File: config.mk
export PLATFORM = sky130hd
export DESIGN_NAME = circle_scanline_span_generator_flat
export DESIGN_NICKNAME = d
export VERILOG_FILES = /design/src/hdl/csg_pkg.sv /design/src/hdl/csg_circle_if.sv /design/src/hdl/csg_span_if.sv /design/src/hdl/csg_row_seq.sv /design/src/hdl/csg_sqrt_pipe.sv /design/src/hdl/circle_scanline_span_generator.sv /design/src/flat_wrapper.sv
export SDC_FILE = /design/constraint.sdc
export NUM_CORES = 1
export LEC_CHECK = 0
export BUFFER_PORTS_ARGS = -buffer_cell sky130_fd_sc_hd__buf_2
export CORE_ASPECT_RATIO = 1.25
export CORE_UTILIZATION = 37
export CTS_CLUSTER_DIAMETER = 200
export DETAILED_ROUTE_END_ITERATION = 12
export SETUP_SLACK_MARGIN = 0.02
export SLEW_MARGIN = 20
export SYNTH_ARGS = -nofsm -noshare
export SYNTH_HDL_FRONTEND = slang
export SYNTH_SLANG_ARGS = --single-unit
File: constraint.sdc
create_clock -name clk -period 13.11 [get_ports clk]
set_input_delay 0 -clock clk [delete_from_list [all_inputs] [get_ports clk]]
set_output_delay 0 -clock clk [all_outputs]
set_load 0.02 [all_outputs]
File: src/hdl/csg_pkg.sv
// Shared constants for the circle scanline span generator.
package csg_pkg;

    localparam int DEF_MAX_RADIUS = 32;
    localparam int DEF_COORD_BITS = 12;

    localparam int RADIUS_W = 6;
    localparam int SCREEN_ROWS_W = 12;
    localparam logic [SCREEN_ROWS_W-1:0] SCREEN_ROWS_RESET = 12'd1024;

endpackage

File: src/hdl/csg_circle_if.sv
// Handshake channel that carries one circle request.
interface csg_circle_if #(
    parameter int COORD_BITS = csg_pkg::DEF_COORD_BITS
);
    logic                          valid;
    logic                          ready;
    logic [COORD_BITS-1:0]         center_x;
    logic [COORD_BITS-1:0]         center_y;
    logic [csg_pkg::RADIUS_W-1:0]  radius;

    modport source (output valid, output center_x, output center_y, output radius,
                    input ready);
    modport sink   (input valid, input center_x, input center_y, input radius,
                    output ready);
endinterface

File: src/hdl/csg_span_if.sv
// Handshake channel that carries one span request.
interface csg_span_if #(
    parameter int COORD_BITS = csg_pkg::DEF_COORD_BITS
);
    logic                        valid;
    logic                        ready;
    logic [COORD_BITS-1:0]       row;
    logic signed [COORD_BITS:0]  span_start;
    logic [COORD_BITS:0]         span_end;
    logic                        last;

    modport source (output valid, output row, output span_start, output span_end,
                    output last, input ready);
    modport sink   (input valid, input row, input span_start, input span_end,
                    input last, output ready);
endinterface

File: src/hdl/csg_row_seq.sv
// Row sequencer: checks a circle and walks its rows, one per advance.
module csg_row_seq #(
    parameter int MAX_RADIUS = csg_pkg::DEF_MAX_RADIUS,
    parameter int COORD_BITS = csg_pkg::DEF_COORD_BITS
) (
    input  logic                                  clk,
    input  logic                                  rst_n,
    csg_circle_if.sink                            circle,
    input  logic [csg_pkg::SCREEN_ROWS_W-1:0]     screen_rows,
    input  logic                                  advance,
    output logic                                  emit_valid,
    output logic [2*$clog2(MAX_RADIUS+1)-1:0]     emit_n,
    output logic [COORD_BITS-1:0]                 emit_row,
    output logic [COORD_BITS-1:0]                 emit_cx,
    output logic                                  emit_last
);
    import csg_pkg::*;

    localparam int ROOT_W = $clog2(MAX_RADIUS + 1);
    localparam int N_W    = 2 * ROOT_W;
    localparam int CNT_W  = ROOT_W + 1;
    localparam int CMP_W  = ((COORD_BITS > SCREEN_ROWS_W) ? COORD_BITS : SCREEN_ROWS_W) + 1;

    logic                  busy_reg,  busy_next;
    logic                  dec_reg,   dec_next;
    logic [CNT_W-1:0]      left_reg,  left_next;
    logic [ROOT_W-1:0]     dy_reg,    dy_next;
    logic [COORD_BITS-1:0] row_reg,   row_next;
    logic [COORD_BITS-1:0] cx_reg,    cx_next;
    logic [N_W-1:0]        n_reg,     n_next;

    logic [CMP_W-1:0]      cy_ext;
    logic [CMP_W-1:0]      r_ext;
    logic [ROOT_W-1:0]     r_trim;
    logic                  fits;
    logic                  start;
    logic                  emit;

    assign circle.ready = !busy_reg;

    assign cy_ext = CMP_W'(circle.center_y);
    assign r_ext  = CMP_W'(circle.radius);
    assign r_trim = circle.radius[ROOT_W-1:0];
    assign fits   = (circle.radius != '0)
                 && (circle.radius <= RADIUS_W'(MAX_RADIUS))
                 && (cy_ext > r_ext)
                 && ((cy_ext + r_ext) < CMP_W'(screen_rows));
    assign start  = circle.valid && circle.ready && fits;
    assign emit   = busy_reg && advance;

    assign emit_valid = emit;
    assign emit_n     = n_reg;
    assign emit_row   = row_reg;
    assign emit_cx    = cx_reg;
    assign emit_last  = (left_reg == CNT_W'(1));

    // n tracks radius^2 - dy^2 as dy steps by one
    always_comb
    begin
        busy_next = busy_reg;
        dec_next  = dec_reg;
        left_next = left_reg;
        dy_next   = dy_reg;
        row_next  = row_reg;
        cx_next   = cx_reg;
        n_next    = n_reg;
        if (start)
        begin
            busy_next = 1'b1;
            dec_next  = 1'b1;
            left_next = {r_trim, 1'b0};
            dy_next   = r_trim;
            row_next  = circle.center_y - COORD_BITS'(circle.radius);
            cx_next   = circle.center_x;
            n_next    = '0;
        end
        else if (emit)
        begin
            busy_next = (left_reg != CNT_W'(1));
            left_next = left_reg - CNT_W'(1);
            row_next  = row_reg + COORD_BITS'(1);
            if (dec_reg)
            begin
                dy_next  = dy_reg - ROOT_W'(1);
                dec_next = (dy_reg != ROOT_W'(1));
                n_next   = n_reg + N_W'({dy_reg, 1'b0}) - N_W'(1);
            end
            else
            begin
                dy_next = dy_reg + ROOT_W'(1);
                n_next  = n_reg - N_W'({dy_reg, 1'b1});
            end
        end
    end

    always_ff @(posedge clk or negedge rst_n)
    begin
        if (!rst_n)
        begin
            busy_reg <= 1'b0;
            dec_reg  <= 1'b0;
            left_reg <= '0;
        end
        else
        begin
            busy_reg <= busy_next;
            dec_reg  <= dec_next;
            left_reg <= left_next;
        end
    end

    always_ff @(posedge clk)
    begin
        dy_reg  <= dy_next;
        row_reg <= row_next;
        cx_reg  <= cx_next;
        n_reg   <= n_next;
    end

endmodule

File: src/hdl/csg_sqrt_pipe.sv
// Pipelined floor square root, one result bit per stage, with side payload.
module csg_sqrt_pipe #(
    parameter int ROOT_W = 6,
    parameter int PAY_W  = 25
) (
    input  logic                  clk,
    input  logic                  rst_n,
    input  logic                  advance,
    input  logic                  in_valid,
    input  logic [2*ROOT_W-1:0]   in_n,
    input  logic [PAY_W-1:0]      in_pay,
    output logic                  out_valid,
    output logic [ROOT_W-1:0]     out_root,
    output logic [PAY_W-1:0]      out_pay
);
    localparam int N_W = 2 * ROOT_W;
    localparam int T_W = N_W + 1;

    logic              valid_reg [ROOT_W];
    logic [N_W-1:0]    rem_reg   [ROOT_W];
    logic [ROOT_W-1:0] root_reg  [ROOT_W];
    logic [PAY_W-1:0]  pay_reg   [ROOT_W];

    genvar i;
    for (i = 0; i < ROOT_W; i++)
    begin : g_stage
        localparam int B = ROOT_W - 1 - i;

        logic              v_in;
        logic [N_W-1:0]    rem_in;
        logic [ROOT_W-1:0] root_in;
        logic [PAY_W-1:0]  pay_in;
        logic [T_W-1:0]    trial;
        logic              fit;

        if (i == 0)
        begin : g_first
            assign v_in    = in_valid;
            assign rem_in  = in_n;
            assign root_in = '0;
            assign pay_in  = in_pay;
        end
        else
        begin : g_next
            assign v_in    = valid_reg[i-1];
            assign rem_in  = rem_reg[i-1];
            assign root_in = root_reg[i-1];
            assign pay_in  = pay_reg[i-1];
        end

        // test (root + 2^B)^2 against n, kept as a remainder
        assign trial = (T_W'(root_in) << (B + 1)) + (T_W'(1) << (2 * B));
        assign fit   = ({1'b0, rem_in} >= trial);

        always_ff @(posedge clk or negedge rst_n)
        begin
            if (!rst_n)
            begin
                valid_reg[i] <= 1'b0;
            end
            else if (advance)
            begin
                valid_reg[i] <= v_in;
            end
        end

        always_ff @(posedge clk)
        begin
            if (advance)
            begin
                if (fit)
                begin
                    rem_reg[i]  <= rem_in - N_W'(trial);
                    root_reg[i] <= root_in | (ROOT_W'(1) << B);
                end
                else
                begin
                    rem_reg[i]  <= rem_in;
                    root_reg[i] <= root_in;
                end
                pay_reg[i] <= pay_in;
            end
        end
    end

    assign out_valid = valid_reg[ROOT_W-1];
    assign out_root  = root_reg[ROOT_W-1];
    assign out_pay   = pay_reg[ROOT_W-1];

endmodule

File: src/hdl/circle_scanline_span_generator.sv
// Top level of the circle scanline span generator.
//
//  port     dir   kind        carries
//  circle   in    valid/ready center_x, center_y, radius
//  span     out   valid/ready row, span_start, span_end, last
//  cfg_*    in    write only  screen_rows (cfg_we, cfg_wdata)
//
// A circle yields 2*radius spans at one span per cycle when span is never stalled,
// after it is loaded; a rejected circle is taken and yields no spans. The span rate is set
// by the row sequencer; spans pass a ceil(log2(MAX_RADIUS+1))-stage root pipeline
// and an output register.
// Reset clears all valid bits and loads screen_rows with 1024.
// A stall on span freezes every stage together; circle is refused while rows remain.
module circle_scanline_span_generator #(
    parameter int MAX_RADIUS = csg_pkg::DEF_MAX_RADIUS,
    parameter int COORD_BITS = csg_pkg::DEF_COORD_BITS
) (
    input  logic                                clk,
    input  logic                                rst_n,
    csg_circle_if.sink                          circle,
    csg_span_if.source                          span,
    input  logic                                cfg_we,
    input  logic [csg_pkg::SCREEN_ROWS_W-1:0]   cfg_wdata
);
    import csg_pkg::*;

    localparam int ROOT_W = $clog2(MAX_RADIUS + 1);
    localparam int N_W    = 2 * ROOT_W;
    localparam int PAY_W  = 2 * COORD_BITS + 1;

    logic [SCREEN_ROWS_W-1:0]  screen_rows_reg;
    logic                      advance;

    logic                      emit_valid;
    logic [N_W-1:0]            emit_n;
    logic [COORD_BITS-1:0]     emit_row;
    logic [COORD_BITS-1:0]     emit_cx;
    logic                      emit_last;

    logic                      root_valid;
    logic [ROOT_W-1:0]         root;
    logic [PAY_W-1:0]          root_pay;
    logic [COORD_BITS-1:0]     pay_row;
    logic [COORD_BITS-1:0]     pay_cx;
    logic                      pay_last;
    logic [COORD_BITS:0]       d_ext;
    logic [COORD_BITS:0]       cx_ext;

    logic                      out_valid_reg, out_valid_next;
    logic [COORD_BITS-1:0]     out_row_reg;
    logic [COORD_BITS:0]       out_start_reg;
    logic [COORD_BITS:0]       out_end_reg;
    logic                      out_last_reg;

    always_ff @(posedge clk or negedge rst_n)
    begin
        if (!rst_n)
        begin
            screen_rows_reg <= SCREEN_ROWS_RESET;
        end
        else if (cfg_we)
        begin
            screen_rows_reg <= cfg_wdata;
        end
    end

    assign advance = !out_valid_reg || span.ready;

    csg_row_seq #(
        .MAX_RADIUS (MAX_RADIUS),
        .COORD_BITS (COORD_BITS)
    ) u_row_seq (
        .clk         (clk),
        .rst_n       (rst_n),
        .circle      (circle),
        .screen_rows (screen_rows_reg),
        .advance     (advance),
        .emit_valid  (emit_valid),
        .emit_n      (emit_n),
        .emit_row    (emit_row),
        .emit_cx     (emit_cx),
        .emit_last   (emit_last)
    );

    csg_sqrt_pipe #(
        .ROOT_W (ROOT_W),
        .PAY_W  (PAY_W)
    ) u_sqrt_pipe (
        .clk       (clk),
        .rst_n     (rst_n),
        .advance   (advance),
        .in_valid  (emit_valid),
        .in_n      (emit_n),
        .in_pay    ({emit_row, emit_cx, emit_last}),
        .out_valid (root_valid),
        .out_root  (root),
        .out_pay   (root_pay)
    );

    assign {pay_row, pay_cx, pay_last} = root_pay;
    assign d_ext  = (COORD_BITS + 1)'(root);
    assign cx_ext = {1'b0, pay_cx};

    assign out_valid_next = advance ? root_valid : out_valid_reg;

    always_ff @(posedge clk or negedge rst_n)
    begin
        if (!rst_n)
        begin
            out_valid_reg <= 1'b0;
        end
        else
        begin
            out_valid_reg <= out_valid_next;
        end
    end

    always_ff @(posedge clk)
    begin
        if (advance)
        begin
            out_row_reg   <= pay_row;
            out_start_reg <= cx_ext - d_ext;
            out_end_reg   <= cx_ext + d_ext;
            out_last_reg  <= pay_last;
        end
    end

    assign span.valid      = out_valid_reg;
    assign span.row        = out_row_reg;
    assign span.span_start = out_start_reg;
    assign span.span_end   = out_end_reg;
    assign span.last       = out_last_reg;

endmodule

File: src/flat_wrapper.sv
// flat-port wrapper written by rule: the top's interface ports become plain ports
module circle_scanline_span_generator_flat import csg_pkg::*;
#(
    parameter int MAX_RADIUS = csg_pkg::DEF_MAX_RADIUS,
    parameter int COORD_BITS = csg_pkg::DEF_COORD_BITS
)
  (clk, rst_n, cfg_we, cfg_wdata, circle_valid, circle_center_x, circle_center_y, circle_radius, circle_ready, span_valid, span_row, span_span_start, span_span_end, span_last, span_ready);
  csg_circle_if #(.COORD_BITS(COORD_BITS)) circle_i ();
  csg_span_if #(.COORD_BITS(COORD_BITS)) span_i ();
  input  logic clk;
  input  logic rst_n;
  input  logic cfg_we;
  input  logic [csg_pkg::SCREEN_ROWS_W-1:0] cfg_wdata;
  input wire logic [$bits(circle_i.valid)-1:0] circle_valid;
  input wire logic [$bits(circle_i.center_x)-1:0] circle_center_x;
  input wire logic [$bits(circle_i.center_y)-1:0] circle_center_y;
  input wire logic [$bits(circle_i.radius)-1:0] circle_radius;
  output wire logic [$bits(circle_i.ready)-1:0] circle_ready;
  output wire logic [$bits(span_i.valid)-1:0] span_valid;
  output wire logic [$bits(span_i.row)-1:0] span_row;
  output wire logic [$bits(span_i.span_start)-1:0] span_span_start;
  output wire logic [$bits(span_i.span_end)-1:0] span_span_end;
  output wire logic [$bits(span_i.last)-1:0] span_last;
  input wire logic [$bits(span_i.ready)-1:0] span_ready;
  assign circle_i.valid = circle_valid;
  assign circle_i.center_x = circle_center_x;
  assign circle_i.center_y = circle_center_y;
  assign circle_i.radius = circle_radius;
  assign circle_ready = circle_i.ready;
  assign span_valid = span_i.valid;
  assign span_row = span_i.row;
  assign span_span_start = span_i.span_start;
  assign span_span_end = span_i.span_end;
  assign span_last = span_i.last;
  assign span_i.ready = span_ready;
  circle_scanline_span_generator #(.MAX_RADIUS(MAX_RADIUS), .COORD_BITS(COORD_BITS)) u_core (.clk(clk), .rst_n(rst_n), .circle(circle_i), .span(span_i), .cfg_we(cfg_we), .cfg_wdata(cfg_wdata));
endmodule
Word-level counts from Yosys, hierarchy flattened

Memory sizes are Yosys's and may differ from the RTL's.
Index checks and enable logic that the tools add are counted.

Add/sub/neg operators: 22
Order comparisons: 9
Equality and inequality tests: 3
Muxes and demuxes: 63
Bitwise operators: 12
Reductions and logical operators: 11

Operators by type and width:

| kind                                                                                  | number |
|---|---|
| 12-bit two-way mux                                                                    | 9 |
| 6-bit two-way mux                                                                     | 9 |
| 1-bit two-way mux                                                                     | 43 |
| 12-bit by 6-bit adder with 13-bit output                                              | 2 |
| 7-bit two-way mux                                                                     | 2 |
| 13-bit by 12-bit less-than comparator with 1-bit output                               | 1 |
| 12-bit by 6-bit subtractor with 13-bit output                                         | 1 |
| 11-bit by 9-bit adder with 12-bit output, second input constant                       | 1 |
| 12-bit by 1-bit adder with 12-bit output, second input constant                       | 1 |
| 12-bit by 7-bit adder with 12-bit output                                              | 1 |
| 12-bit by 10-bit greater-or-equal comparator with 1-bit output                        | 1 |
| 12-bit by 11-bit greater-or-equal comparator with 1-bit output                        | 1 |
| 12-bit by 11-bit greater-or-equal comparator with 1-bit output, second input constant | 1 |
| 12-bit greater-or-equal comparator                                                    | 1 |
| 12-bit by 8-bit greater-or-equal comparator with 1-bit output                         | 1 |
| 12-bit by 9-bit greater-or-equal comparator with 1-bit output                         | 1 |
| 12-bit by 6-bit > comparator with 1-bit output                                        | 1 |
| 1-bit OR                                                                              | 12 |
| 12-bit by 1-bit subtractor with 12-bit output, second input constant                  | 1 |
| 12-bit by 10-bit subtractor with 12-bit output                                        | 1 |
| 12-bit by 11-bit subtractor with 12-bit output                                        | 1 |
| 12-bit by 11-bit subtractor with 12-bit output, second input constant                 | 1 |
| 12-bit subtractor                                                                     | 1 |
| 12-bit by 6-bit subtractor with 12-bit output                                         | 1 |
| other kinds (19)                                                                      | 25 |

Register bits after elaboration: 109
Bits in writable memories: 258
Input port bits: 47
Memories: 3

Memories:

| memory                      | words | width | rd ports | clocked after Yosys merged registers in | write ports | line                | source |
|---|---|---|---|---|---|---|---|
| u_core.u_sqrt_pipe.pay_reg  | 6     | 25    | 6        | 0                                       | 6           | csg_sqrt_pipe.sv:22 | `logic [PAY_W-1:0] pay_reg [ROOT_W];` |
| u_core.u_sqrt_pipe.rem_reg  | 6     | 12    | 5        | 0                                       | 6           | csg_sqrt_pipe.sv:20 | `logic [N_W-1:0] rem_reg [ROOT_W];` |
| u_core.u_sqrt_pipe.root_reg | 6     | 6     | 6        | 0                                       | 6           | csg_sqrt_pipe.sv:21 | `logic [ROOT_W-1:0] root_reg [ROOT_W];` |

Depth between registers and ports, before layout

Gate-level depths: netlist of run 1.
An unclocked memory read counts as a cell.

Depth in word-level cells: 7
Mapped depth: 18
Depth with buffers taken out: 17

By module

A second synthesis of run 1 with hierarchy kept.

Cell total of the unflattened synthesis: 1,133
Area total of the unflattened synthesis: 15,529.9 um^2

By module, submodules not included:

| module                         | times used | cells an instance | area an instance (um^2) |
|---|---|---|---|
| csg_sqrt_pipe                  | 1          | 432               | 8,535.7 |
| csg_row_seq                    | 1          | 522               | 4,558.1 |
| circle_scanline_span_generator | 1          | 179               | 2,436.1 |

Worst setup path after synthesis of run 1

No wires, ideal clock.

Path kind: reg2reg
From: reg u_core.out_valid_reg (netlist: u_core.span.valid)
To: reg u_core.out_last_reg (netlist: u_core.span.last), enable pin
Data arrival time: 4.450 ns
Required time: 12.571 ns
Slack: 8.121 ns
Stages on the path, launching flop included: 4
Buffers on the path: 1
Path through: dfrtp_1 -> nor2b_1 -> clkbuf_1 -> inv_1

Word-level cells in the longest chain between the ends: 2

RTL lines:

| element                  | line                                  | source |
|---|---|---|
| start: declaration       | circle_scanline_span_generator.sv:49  | `logic out_valid_reg, out_valid_next;` |
| start signal: assignment | circle_scanline_span_generator.sv:114 | `out_valid_reg <= out_valid_next;` |
| 1-bit zero test          | circle_scanline_span_generator.sv:67  | `assign advance = !out_valid_reg \|\| span.ready;` |
| 1-bit logical OR         | circle_scanline_span_generator.sv:67  |  |
| end signal: assignment   | circle_scanline_span_generator.sv:125 | `out_last_reg <= pay_last;` |
| end: declaration         | circle_scanline_span_generator.sv:53  | `logic out_last_reg;` |

No other way between the ends.
A chain may end at the register's enable or synchronous reset.

Worst setup path in the final report of run 1

From: in circle_radius[0]
To: reg u_core.u_row_seq.row_reg[11] (netlist: u_core.u_row_seq.emit_row[11]), enable pin

Word-level cells in the longest chain between the ends: 6
Elaborated cells on any way between the ends: 10

RTL lines:

| element                                                                          | line               | source |
|---|---|---|
| start: declaration                                                               | flat_wrapper.sv:17 | `input wire logic [$bits(circle_i.radius)-1:0] circle_radius;` |
| branches (longest 3 deep; another with 12-bit by 6-bit adder with 13-bit output) | -                  |  |
| 1-bit logical AND *                                                              | csg_row_seq.sv:47  | `&& ((cy_ext + r_ext) < CMP_W'(screen_rows));` |
| 1-bit logical AND *                                                              | csg_row_seq.sv:48  | `assign start = circle.valid && circle.ready && fits;` |
| 2-bit nonzero test (no line) *                                                   | -                  |  |
| end signal: assignment                                                           | csg_row_seq.sv:115 | `row_reg <= row_next;` |
| end: declaration                                                                 | csg_row_seq.sv:28  | `logic [COORD_BITS-1:0] row_reg, row_next;` |

Every way passes the cells marked *.

==> results of run 1 <==
-- worst max-delay path: stages --
cell and delay (ns):
dlygate4sd3_1 0.53, buf_2 0.16, ha_1 0.21, inv_1 0.10, fa_1 0.22, nor2_1 0.07, o311a_1 0.32, o21ai_0 0.14
nor2b_1 0.25, nor2_1 0.10, xor2_1 0.15, ha_1 0.30, a2111oi_0 0.41, o21ai_0 0.15, a21oi_1 0.28, o22ai_4 0.14
nor2_4 0.08, buf_4 0.58, nor2_2 0.11, inv_1 0.56
-- through the flow --
stage	hold slack (ns)	util	total power, mW
6_report	0.05606	0.4439	4.697
5_1_grt	0.05674	0.4439	5.041
4_1_cts	0.01854	0.4438	4.752
3_5_place_dp	0.08285	0.4009	3.748
3_3_place_gp	0.07130	0.4009	3.696
2_1_floorplan	-0.2956	-	3.364
-- what timing repair did --
action | in CTS | in global routing
setup buffers | 0 | 0
endpoints found under the hold margin | 74 | 0
gates resized for setup | 0 | 0
hold buffers | 59 | 0
-- final cells by class --
| cell class | instances | area [um^2] | area share |
|---|---|---|---|
| Sequential cell | 339 | 9921 | 0.5571 |
| Tap cell | 546 | 683.2 | 0.03836 |
| Clock inverter | 19 | 152.6 | 0.008572 |
| Inverter | 104 | 397.9 | 0.02234 |
| Multi-Input combinational cell | 641 | 4607 | 0.2587 |
| Clock buffer | 43 | 979.7 | 0.05501 |
| Timing Repair Buffer | 151 | 1067 | 0.05993 |
-- placed cells by master (no fill, tap or decap), drive strengths merged, types with 11 or more instances in the layout --
master	count
edfxtp	299
inv	104
buf	92
ha	90
nand2	83
nor2	71
dlygate4sd3	59
xnor2	58
o21ai	50
a21oi	48
clkbuf	43
dfrtp	27
xor2	24
nor3	21
nand3	16
clkinv	16
nor2b	15
nor4	15
o21a	12
dfxtp	12
o21bai	11
nand2b	11
-- worst min path at each step --
| stage | from | to | slack [ns] | cells past startpoint |
|---|---|---|---|---|
| 6_report | circle_center_y[7] | u_core.u_row_seq.emit_row[7] | 0.06 | 3 |
| 5_1_grt | circle_center_y[7] | u_core.u_row_seq.emit_row[7] | 0.06 | 3 |
| 4_1_cts | circle_center_y[7] | u_core.u_row_seq.emit_row[7] | 0.02 | 3 |
| 3_5_place_dp | rst_n | u_core.screen_rows_reg[0] | 0.08 | 1 |
| 3_3_place_gp | rst_n | u_core.screen_rows_reg[3] | 0.07 | 1 |
| 2_1_floorplan | rst_n | u_core.screen_rows_reg[0] | -0.30 | 0 |
-- power groups by stage --
stage	clock, mW	combinational (mW)	sequential, mW
after floorplan	0	1.20	2.16
after global placement	0	1.57	2.12
after detailed placement	0	1.61	2.14
after CTS	0.996	1.64	2.12
after global routing	1.04	1.83	2.17
final	0.964	1.62	2.11
-- per-layer routing --
metal | part of all wire | GRT usage | wire length, um | vias to the layer above
met3 | 0.033 | 0.02064 | 823 | 70
met1 | 0.42 | 0.1387 | 10560 | 4065
met5 | 0 | 0 | 0 | -
li1 | - | - | - | 4315
met2 | 0.50 | 0.2191 | 12610 | 162
met4 | 0.040 | 0.06587 | 1011 | 0
-- logic make-up after synthesis --
kind of cell | Yosys count
muxes | 9
AOI/OAI and AO/OA | 178
and+or+nand+nor | 276
buffers and inverters | 129
xor gates and xnor gates | 82
adders and majority gates | 96
DFF | 339
==> impl_results.md, run 1 <==
- Vert. Die Dim: 227.4 um
- Post-synth top area cell: edfxtp_1
- Fin. Hold Viols: 0
- N_diodes: 0
- Top FF cell, synth: edfxtp_1
- Maximum clock path buffer count: 3
- Post-synth EDFFs: 299
- Cell count after placement: 1,722
- Final Critical Period: 4.809 ns
- Most frequent cell after synthesis: edfxtp_1
- Worst-Margin Slew: 0.7982 ns
- Final setup fails: 0
- Layout overhead on the synthesized area: 18.41%
- Drt wl/cell: 13.56 um
- Synth Area in Simple Gates: 0.09118
- Starting Density: 0.3749
- # DRC: 0
- Post-synth ARST share: 0.08260
- Unrepaired setup endpoints after global routing: false
- Pint: 3.135 mW
- DP HPWL: 16,100 um
- Syn Nets: 1,252
- Root buf cell: clkbuf_16
- CTS tree: done
- CP endpoint: u_core.u_row_seq.emit_row[11]
- Critical path peak fanout: 66
- Post-route design area: 17,810 um^2
- Htree depth: 2
- Pwr per Cell Area: 263.8 nW/um^2
- CP endpoint kind: flop
- Vias in the first global route: 8,567
- Setup TNS: 0 ns
- Worst R2R Start: u_core.screen_rows_reg[10]
- Leading post-synthesis cells by cell area: edfxtp_1 (60%), ha_1 (7.5%), dfrtp_1 (4.5%)
- Critical Path AT: 4.95 ns
- Worst reg2reg setup slack: 9.65 ns
- Fillers: 3,610
- CORE AREA: 40,120 um^2
- Hold Path Class: in2reg
- DRT iter0 DRCs: 449
- All-layer global routing usage: 0.1220
- Clock sink total: 339
- Setup crit start: circle_radius[0]
- R2r worst-path depth: 10
- Type of origin of the critical path: primary input
- Clk_skew: 0.007856 ns
- First-pass GRT wire length: 40,770 um
- Placed Area: 16,080 um^2
- Tcrit/Tclk final: 0.3668
- Max VDD drop: 91.03 uV
- Cts bufs inserted: 36
- Rel. slew slack: 0.4679
- Mapped Area: 15,040 um^2
- Cells after Synth: 1,109
- Sw frac: 0.3326
- Die area: 41,460 um^2
- Pre-CTS setup slack: 8.381 ns
- First-pass DRT Iterations: 7
- Flops & latches, synth: 339
- Layout cell share with drive strength beyond 1: 0.1365
- Post-synthesis sequential area ratio: 0.6597
- # IOs: 88
- Syn avg cell area: 13.56 um^2
- Reg-to-reg critical path endpoint: u_core.u_row_seq.emit_row[11]
- Initial antenna violation count: 0
- Post-synthesis compound-gate area fraction: 0.07795
- F_max: 207.9 MHz
- Nets: 1,416
- Post-DRT Antenna Nets: 0
- # rows: 82
- Pin count of the biggest net entering global routing: 99
- Final WS setup: 8.301 ns
- Clock Latency Late Sink: 0.52 ns
- Final Max Slew Viols: 0
- Width of the chip: 182.3 um
- Vias: 8,612
- Max-Cap Viols: 0
- Outcome: completed
- Psw: 1.563 mW
- Sequential share of power: 0.450
- Synth Warn #: 0
- Post-Synth Adder-Cell Area: 0.08286
- Port Buffers: 87
- Gate power share: 0.345
- Gpl congestion: 0.7932
- Post-synth top cells: edfxtp_1 (299), inv_1 (104), ha_1 (90)
- Netlist cell types: 73
- WP data required: 13.25 ns
- Top cell type's share of synthesized area: 0.5970
- Static Leak: 7.095 nW
- Clk pwr share: 0.205
- Synth Area in XOR/XNOR: 0.04775
- Number of flip-flops in the largest register: 150
- Final wirelength: 25,000 um
- Final std cells w/o fill: 1,843
- Remaining Overflow, GRT: 0
- Post-synthesis mux area share: 0.006572
- WS Path Type: in2reg
- DR vias/cell: 4.673
- Clock Pin Slew Worst Setup and Hold Paths: 0.06 ns
- Main combinational cell family by area after synthesis: simple AND/OR/NAND/NOR gates
Power figures use the tool's default switching activity.
==> inputs of run 2 (changes only) <==
- clock period: 13.11 -> 4.6 ns (I/O delays scaled with it)
==> run 2 against run 1 <==
Against the previous run: cell area fell by 0.16%; highest routed layer unchanged; critical path depth unchanged; setup slack got worse by 7.6 ns; cell count is the same.
==> impl_results.md, run 2 (synthesis results as in run 1) <==
- Largest delay share family, worst path: compound AO/OA/AOI/OAI gates (was buffers and inverters)
- # DRC: 0 (unchanged)
- Worst path slowest cell: dlygate4sd3_1 (was buf_4)
- WP data required: 4.80 ns (was 13.25 ns)
- Final std cells w/o fill: 1,843 (unchanged)
- Initial antenna violation count: 0 (unchanged)
- Pwr per Cell Area: 751.1 nW/um^2 (was 263.8 nW/um^2)
- Setup TNS: 0 ns (unchanged)
- CORE AREA: 40,120 um^2 (unchanged)
- Worst-Margin Slew: 1.002 ns (was 0.7982 ns)
- Type of origin of the critical path: primary input (unchanged)
- Max-Cap Viols: 0 (unchanged)
- Clock Pin Slew Worst Setup and Hold Paths: 0.06 ns (about the same)
- Width of the chip: 182.3 um (unchanged)
- Cts bufs inserted: 35 (was 36)
- Final setup fails: 0 (unchanged)
- Post-route design area: 17,780 um^2 (was 17,810 um^2)
- Max VDD drop: 296.1 uV (was 91.03 uV)
- DR vias/cell: 4.636 (was 4.673)
- Final Max Slew Viols: 0 (unchanged)
- Htree depth: 2 (unchanged)
- Layout cell share with drive strength beyond 1: 0.1380 (was 0.1365)
- WS Path Type: in2reg (unchanged)
- Vias in the first global route: 8,554 (was 8,567)
- Drt wl/cell: 13.52 um (was 13.56 um)
- F_max: 255.6 MHz
- Total power: 13.35 mW (was 4.697 mW)
- Post-DRT Antenna Nets: 0 (unchanged)
- Hold Path Class: in2async (was in2reg)
- PostCTS Resize Cnt: 0 (unchanged)
- Starting Density: 0.3749 (unchanged)
- CTS tree: done (unchanged)
- # IOs: 88 (unchanged)
- Cell count after placement: 1,726 (was 1,722)
- Fin. Hold Viols: 0 (unchanged)
- Unrepaired setup endpoints after global routing: false (unchanged)
- Most frequent cells in the layout: edfxtp_1 (299), inv_1 (102), ha_1 (90), buf_2 (87), nand2_1 (83) (unchanged)
- Number of flip-flops in the largest register: 150 (unchanged)
- Clock Latency Late Sink: 0.51 ns (was 0.52 ns)
- CP endpoint kind: flop (unchanged)
- Maximum clock path buffer count: 3 (unchanged)
- Remaining Overflow, GRT: 0 (unchanged)
- Die area: 41,460 um^2 (unchanged)
- Gpl congestion: 0.8205 (was 0.7932)
- First-pass GRT wire length: 40,770 um (unchanged)
- First-pass DRT Iterations: 6 (was 7)
- # rows: 82 (unchanged)
- Nets: 1,415 (was 1,416)
- Tcrit/Tclk final: 0.8505
- Layout overhead on the synthesized area: 18.22% (was 18.41%)
- Pin count of the biggest net entering global routing: 189 (was 99)
- N_diodes: 0 (unchanged)
- Final wirelength: 24,910 um (was 25,000 um)
- Max incr delay on CP: 0.52 ns (was 0.58 ns)
- Root buf cell: clkbuf_16 (unchanged)
- Static Leak: 7.077 nW (was 7.095 nW)
- Outcome: completed (unchanged)
- Fillers: 3,605 (was 3,610)
- Rel. slew slack: 0.3320 (was 0.4679)
- Critical path peak fanout: 18 (was 66)
- DP HPWL: 17,010 um (was 16,100 um)
- Most common cell after layout, fill and taps aside: edfxtp_1 (unchanged)
- WP buf/inv: 5 (unchanged)
- Critical Path AT: 4.11 ns (was 4.95 ns)
- CP cell instances: dlygate4sd3_1 -> buf_2 -> ha_1 -> inv_1 -> fa_1 -> nor2_1 -> o311a_1 -> o21ai_0 -> nor2b_1 -> nor2_1 -> xor2_1 -> ha_1 -> a2111oi_0 -> o21ai_0 -> a21oi_1 -> o22ai_4 -> nor2_4 -> nor2_2 -> inv_1 -> buf_4 (was dlygate4sd3_1 -> buf_2 -> ha_1 -> inv_1 -> fa_1 -> nor2_1 -> o311a_1 -> o21ai_0 -> nor2b_1 -> nor2_1 -> xor2_1 -> ha_1 -> a2111oi_0 -> o21ai_0 -> a21oi_1 -> o22ai_4 -> nor2_4 -> buf_4 -> nor2_2 -> inv_1)
- DRT iter0 DRCs: 417 (was 449)
- All-layer global routing usage: 0.1227 (was 0.1220)
- Clock sink total: 339 (unchanged)
- Placed Area: 16,130 um^2 (was 16,080 um^2)
- Vias: 8,545 (was 8,612)
- Post-Route Utilization: 0.4432 (was 0.4439)
- Final Critical Period: 3.912 ns
- Register Area: 9921 um^2 (unchanged)
- Vert. Die Dim: 227.4 um (unchanged)
- Port Buffers: 87 (unchanged)
- Footprint of the multi-input gates: 4607 um^2 (unchanged)
- Clk_skew: 0.01748 ns (was 0.007856 ns)
## run 2: cell count changes in the layout (fill, tap and decap cells not counted), sizes merged
cell,delta
dlygate4sd3,-4
clkbuf,+3
clkinv,-5
inv,+2
buf,+4
clkinvlp,+1
bufinv,-1
## run 2: cell type report
type,instances,area share
multi-input cells,641,0.2591
flip-flops and latches,339,0.5580
well taps,546,0.03842
clock buffers,46,0.05447
repair buffers,151,0.06066
clock inverters,16,0.007178
inverters,104,0.02217
## run 2: path summary, 6_finish.rpt
path	startpoint	to	slack [ns]	depth (start not counted)
hold reg to reg	u_core.u_sqrt_pipe.pay_reg[1][8]	u_core.u_sqrt_pipe.pay_reg[2][8]	0.41	0
setup reg to reg	u_core.u_row_seq.dy_reg[0]	u_core.u_row_seq.emit_n[11]	1.44	13
setup / recovery	circle_radius[0]	u_core.u_row_seq.emit_row[5]	0.69	20
max in group asynchronous	rst_n	u_core.u_row_seq.dec_reg	4.10	2
min in group clk	circle_center_y[10]	u_core.u_row_seq.emit_row[10]	0.05	3
hold / removal	rst_n	u_core.screen_rows_reg[0]	0.05	2
## run 2: per-layer routing
layer  share of wire  GRT usage  vias to the layer above  wire [um]
met2            0.54     0.2366                      135      13390
met1            0.40     0.1332                     4049      10050
met5               0          0                        -          0
met4           0.027    0.04934                        0        679
li1                -          -                     4312          -
met3           0.032    0.01936                       49        790
## run 2: timing repair
| item | CTS | global route |
|---|---|---|
| hold endpoints to repair | 65 | 0 |
| setup endpoints to repair | 0 | 0 |
| hold buffers | 55 | 0 |
| buffers inserted | 0 | 0 |
## run 2: through the flow
stage	setup slack (ns)	hold WS, ns
after CTS	0.6917	0.02796
after floorplan	0.2949	-0.2956
after global placement	0.7286	0.06381
after global routing	0.3395	0.07396
final	0.6877	0.04507
after detailed placement	0.6769	0.07274
## run 2: power breakdown
part	switching (mW)	internal [mW]
sequential	0.670	5.37
combinational	2.69	1.96
clock	1.11	1.55
==> inputs of run 3 (changes only) <==
- MAX_ROUTING_LAYER: unset -> met4
==> run 3 against run 2 <==
Against the previous run: setup slack got worse by 0.11 ns; largest power group unchanged; non-clock buffer count rose by 1; register-to-register slack improved by 0.06 ns; clock-buffer cell count fell by 3; flip-flop and latch count did not move; first-iteration DRC count fell by 1.9%.
==> impl_results.md, run 3 (synthesis results as in run 1) <==
- Port Buffers: 87 (unchanged)
- Clk pwr share: 0.209 (was 0.199)
- Worst R2R Start: u_core.u_row_seq.dy_reg[0] (unchanged)
- Tcrit/Tclk final: 0.8752 (was 0.8505)
- # IOs: 88 (unchanged)
- WP data required: 4.82 ns (was 4.80 ns)
- Cts bufs inserted: 36 (was 35)
- # DRC: 0 (unchanged)
- Maximum clock path buffer count: 3 (unchanged)
- GRT met3 Usage: 0.02048 (was 0.01936)
- Critical path peak fanout: 18 (unchanged)
- DR vias/cell: 4.679 (was 4.636)
- Initial antenna violation count: 1 (was 0)
- Clock Latency Late Sink: 0.53 ns (was 0.51 ns)
- Die area: 41,460 um^2 (unchanged)
- First-pass DRT Iterations: 5 (was 6)
- Vias: 8,647 (was 8,545)
- Starting Density: 0.3749 (unchanged)
- Postcts setup bufs: 0 (unchanged)
- Pin count of the biggest net entering global routing: 172 (was 189)
- Setup TNS: 0 ns (unchanged)
- Layout cell share with drive strength beyond 1: 0.1407 (was 0.1380)
- Vias in the first global route: 8,631 (was 8,554)
- Remaining Overflow, GRT: 0 (unchanged)
- Final setup fails: 0 (unchanged)
- Critical Path AT: 4.24 ns (was 4.11 ns)
- Pwr per Cell Area: 758.3 nW/um^2 (was 751.1 nW/um^2)
- Max-Cap Viols: 0 (unchanged)
- Width of the chip: 182.3 um (unchanged)
- Gpl congestion: 0.8403 (was 0.8205)
- All-layer global routing usage: 0.1285 (was 0.1227)
- CP endpoint: u_core.u_row_seq.emit_row[3] (was u_core.u_row_seq.emit_row[5])
- WS Path Type: in2reg (unchanged)
- Post-route design area: 17,870 um^2 (was 17,780 um^2)
- Outcome: completed (unchanged)
- Type of origin of the critical path: primary input (unchanged)
- Worst-Margin Slew: 0.9034 ns (was 1.002 ns)
- DRT iter0 DRCs: 409 (was 417)
- Setup crit start: circle_radius[0] (unchanged)
- Final Critical Period: 4.026 ns (was 3.912 ns)
- GRT met2 Usage: 0.2356 (was 0.2366)
- Hold Path Class: in2reg (was in2async)
- Pre-CTS setup slack: 0.6023 ns (was 0.6769 ns)
- Final Max Slew Viols: 0 (unchanged)
- Placed Area: 16,140 um^2 (was 16,130 um^2)
- Root buf cell: clkbuf_16 (unchanged)
- Unrepaired setup endpoints after global routing: false (unchanged)
- DP HPWL: 17,250 um (was 17,010 um)
- Most common cell after layout, fill and taps aside: edfxtp_1 (unchanged)
- Post-Route Utilization: 0.4455 (was 0.4432)
- Rel. slew slack: 0.3977 (was 0.3320)
- GR peak layer: met2 (unchanged)
- Hold Slack: 0.03277 ns (was 0.04507 ns)
- Static Leak: 7.111 nW (was 7.077 nW)
- Grt met1 use: 0.1356 (was 0.1332)
- Final WS setup: 0.5742 ns (was 0.6877 ns)
- Layout overhead on the synthesized area: 18.83% (was 18.22%)
- Clock sink total: 339 (unchanged)
- Sequential share of power: 0.445 (was 0.452)
- Clock Pin Slew Worst Setup and Hold Paths: 0.06 ns (about the same)
- F_max: 248.4 MHz (was 255.6 MHz)
- Vert. Die Dim: 227.4 um (unchanged)
- Worst reg2reg setup slack: 1.50 ns (was 1.44 ns)
- Final wirelength: 25,400 um (was 24,910 um)
- Clk_skew: 0.01748 ns (about the same)
- Pint: 8.987 mW (was 8.883 mW)
- Gate power share: 0.346 (was 0.348)
- # rows: 82 (unchanged)
- R2r worst-path depth: 13 (unchanged)
- Number of flip-flops in the largest register: 150 (unchanged)
- Sw frac: 0.3368 (was 0.3348)
- Drt wl/cell: 13.74 um (was 13.52 um)
- Max VDD drop: 307.9 uV (was 296.1 uV)
- First-pass GRT wire length: 41,410 um (was 40,770 um)
- Htree depth: 2 (unchanged)
- Fin. Hold Viols: 0 (unchanged)
- CORE AREA: 40,120 um^2 (unchanged)
- CP endpoint kind: flop (unchanged)
- Reg-to-reg critical path endpoint: u_core.u_row_seq.emit_n[11] (unchanged)
- Nets: 1,417 (was 1,415)
- CTS tree: done (unchanged)
- Psw: 4.564 mW (was 4.471 mW)
- Most frequent cells in the layout: edfxtp_1 (299), inv_1 (102), ha_1 (90), buf_2 (87), nand2_1 (83) (unchanged)
- Post-DRT Antenna Nets: 0 (unchanged)
[run 3: cell count changes in the layout (fill, tap and decap cells not counted), sizes merged]
| cell | before | now |
|---|---|---|
| clkbuf | 46 | 43 |
| clkinv | 11 | 14 |
| bufinv | 1 | 3 |
| buf | 96 | 97 |
| clkinvlp | 2 | 3 |
| diode | 0 | 1 |
[run 3: worst max-delay path: stages]
cell and delay (ns):
dlygate4sd3_1 0.53, buf_2 0.17, ha_1 0.20, inv_1 0.08, fa_1 0.21, nor2_1 0.08, o311a_1 0.32, o21ai_0 0.14
nor2b_1 0.26, nor2_1 0.09, xor2_1 0.15, ha_1 0.30, a2111oi_0 0.39, o21ai_0 0.14, a21oi_1 0.24, o22ai_4 0.13
nor2_4 0.36, nor2_2 0.10, inv_1 0.08, buf_4 0.25
[run 3: worst min-delay path by stage]
stage	start	endpoint	cells after the start
global placement	rst_n	u_core.screen_rows_reg[0]	1
floorplan	rst_n	u_core.screen_rows_reg[0]	0
detailed placement	rst_n	u_core.screen_rows_reg[0]	1
finish	circle_center_y[11]	u_core.u_row_seq.emit_row[11]	3
CTS	circle_center_y[11]	u_core.u_row_seq.emit_row[11]	3
global route	circle_center_y[11]	u_core.u_row_seq.emit_row[11]	3
[run 3: cell type report]
| cell class | count | area [um^2] |
|---|---|---|
| Timing Repair Buffer | 152 | 1086 |
| Inverter | 104 | 394.1 |
| Tap cell | 546 | 683.2 |
| Antenna cell | 1 | 2.502 |
| Clock inverter | 22 | 240.2 |
| Sequential cell | 339 | 9921 |
| Clock buffer | 43 | 937.1 |
| Multi-Input combinational cell | 641 | 4607 |
| Fill cell | 3623 | 22250 |
[run 3: power groups by stage]
stage	Sequential, mW	Clock [mW]	Combinational [mW]
floorplan	6.13	0	3.43
global placement	6.06	0	4.54
detailed placement	6.11	0	4.66
CTS	6.05	2.93	4.73
global route	6.19	3.05	5.31
finish	6.03	2.84	4.68
[run 3: layer usage]
| metal | vias up | wire length [um] |
|---|---|---|
| met5 | - | 0 |
| met4 | 0 | 877 |
| met3 | 66 | 821 |
| met2 | 140 | 13480 |
| met1 | 4115 | 10220 |
| li1 | 4326 | - |
[run 3: repair_timing]
item,CTS,global route
hold buffers,55,0
hold endpoints to repair,68,0
gates resized for setup,0,0
endpoints found under the setup margin,0,0
[run 3: through the flow]
stage	std cells	total power [mW]
final	1848	13.55
after global routing	1848	14.54
after CTS	1847	13.72
after detailed placement	1727	10.77
after global placement	1727	10.60
after floorplan	1109	9.565
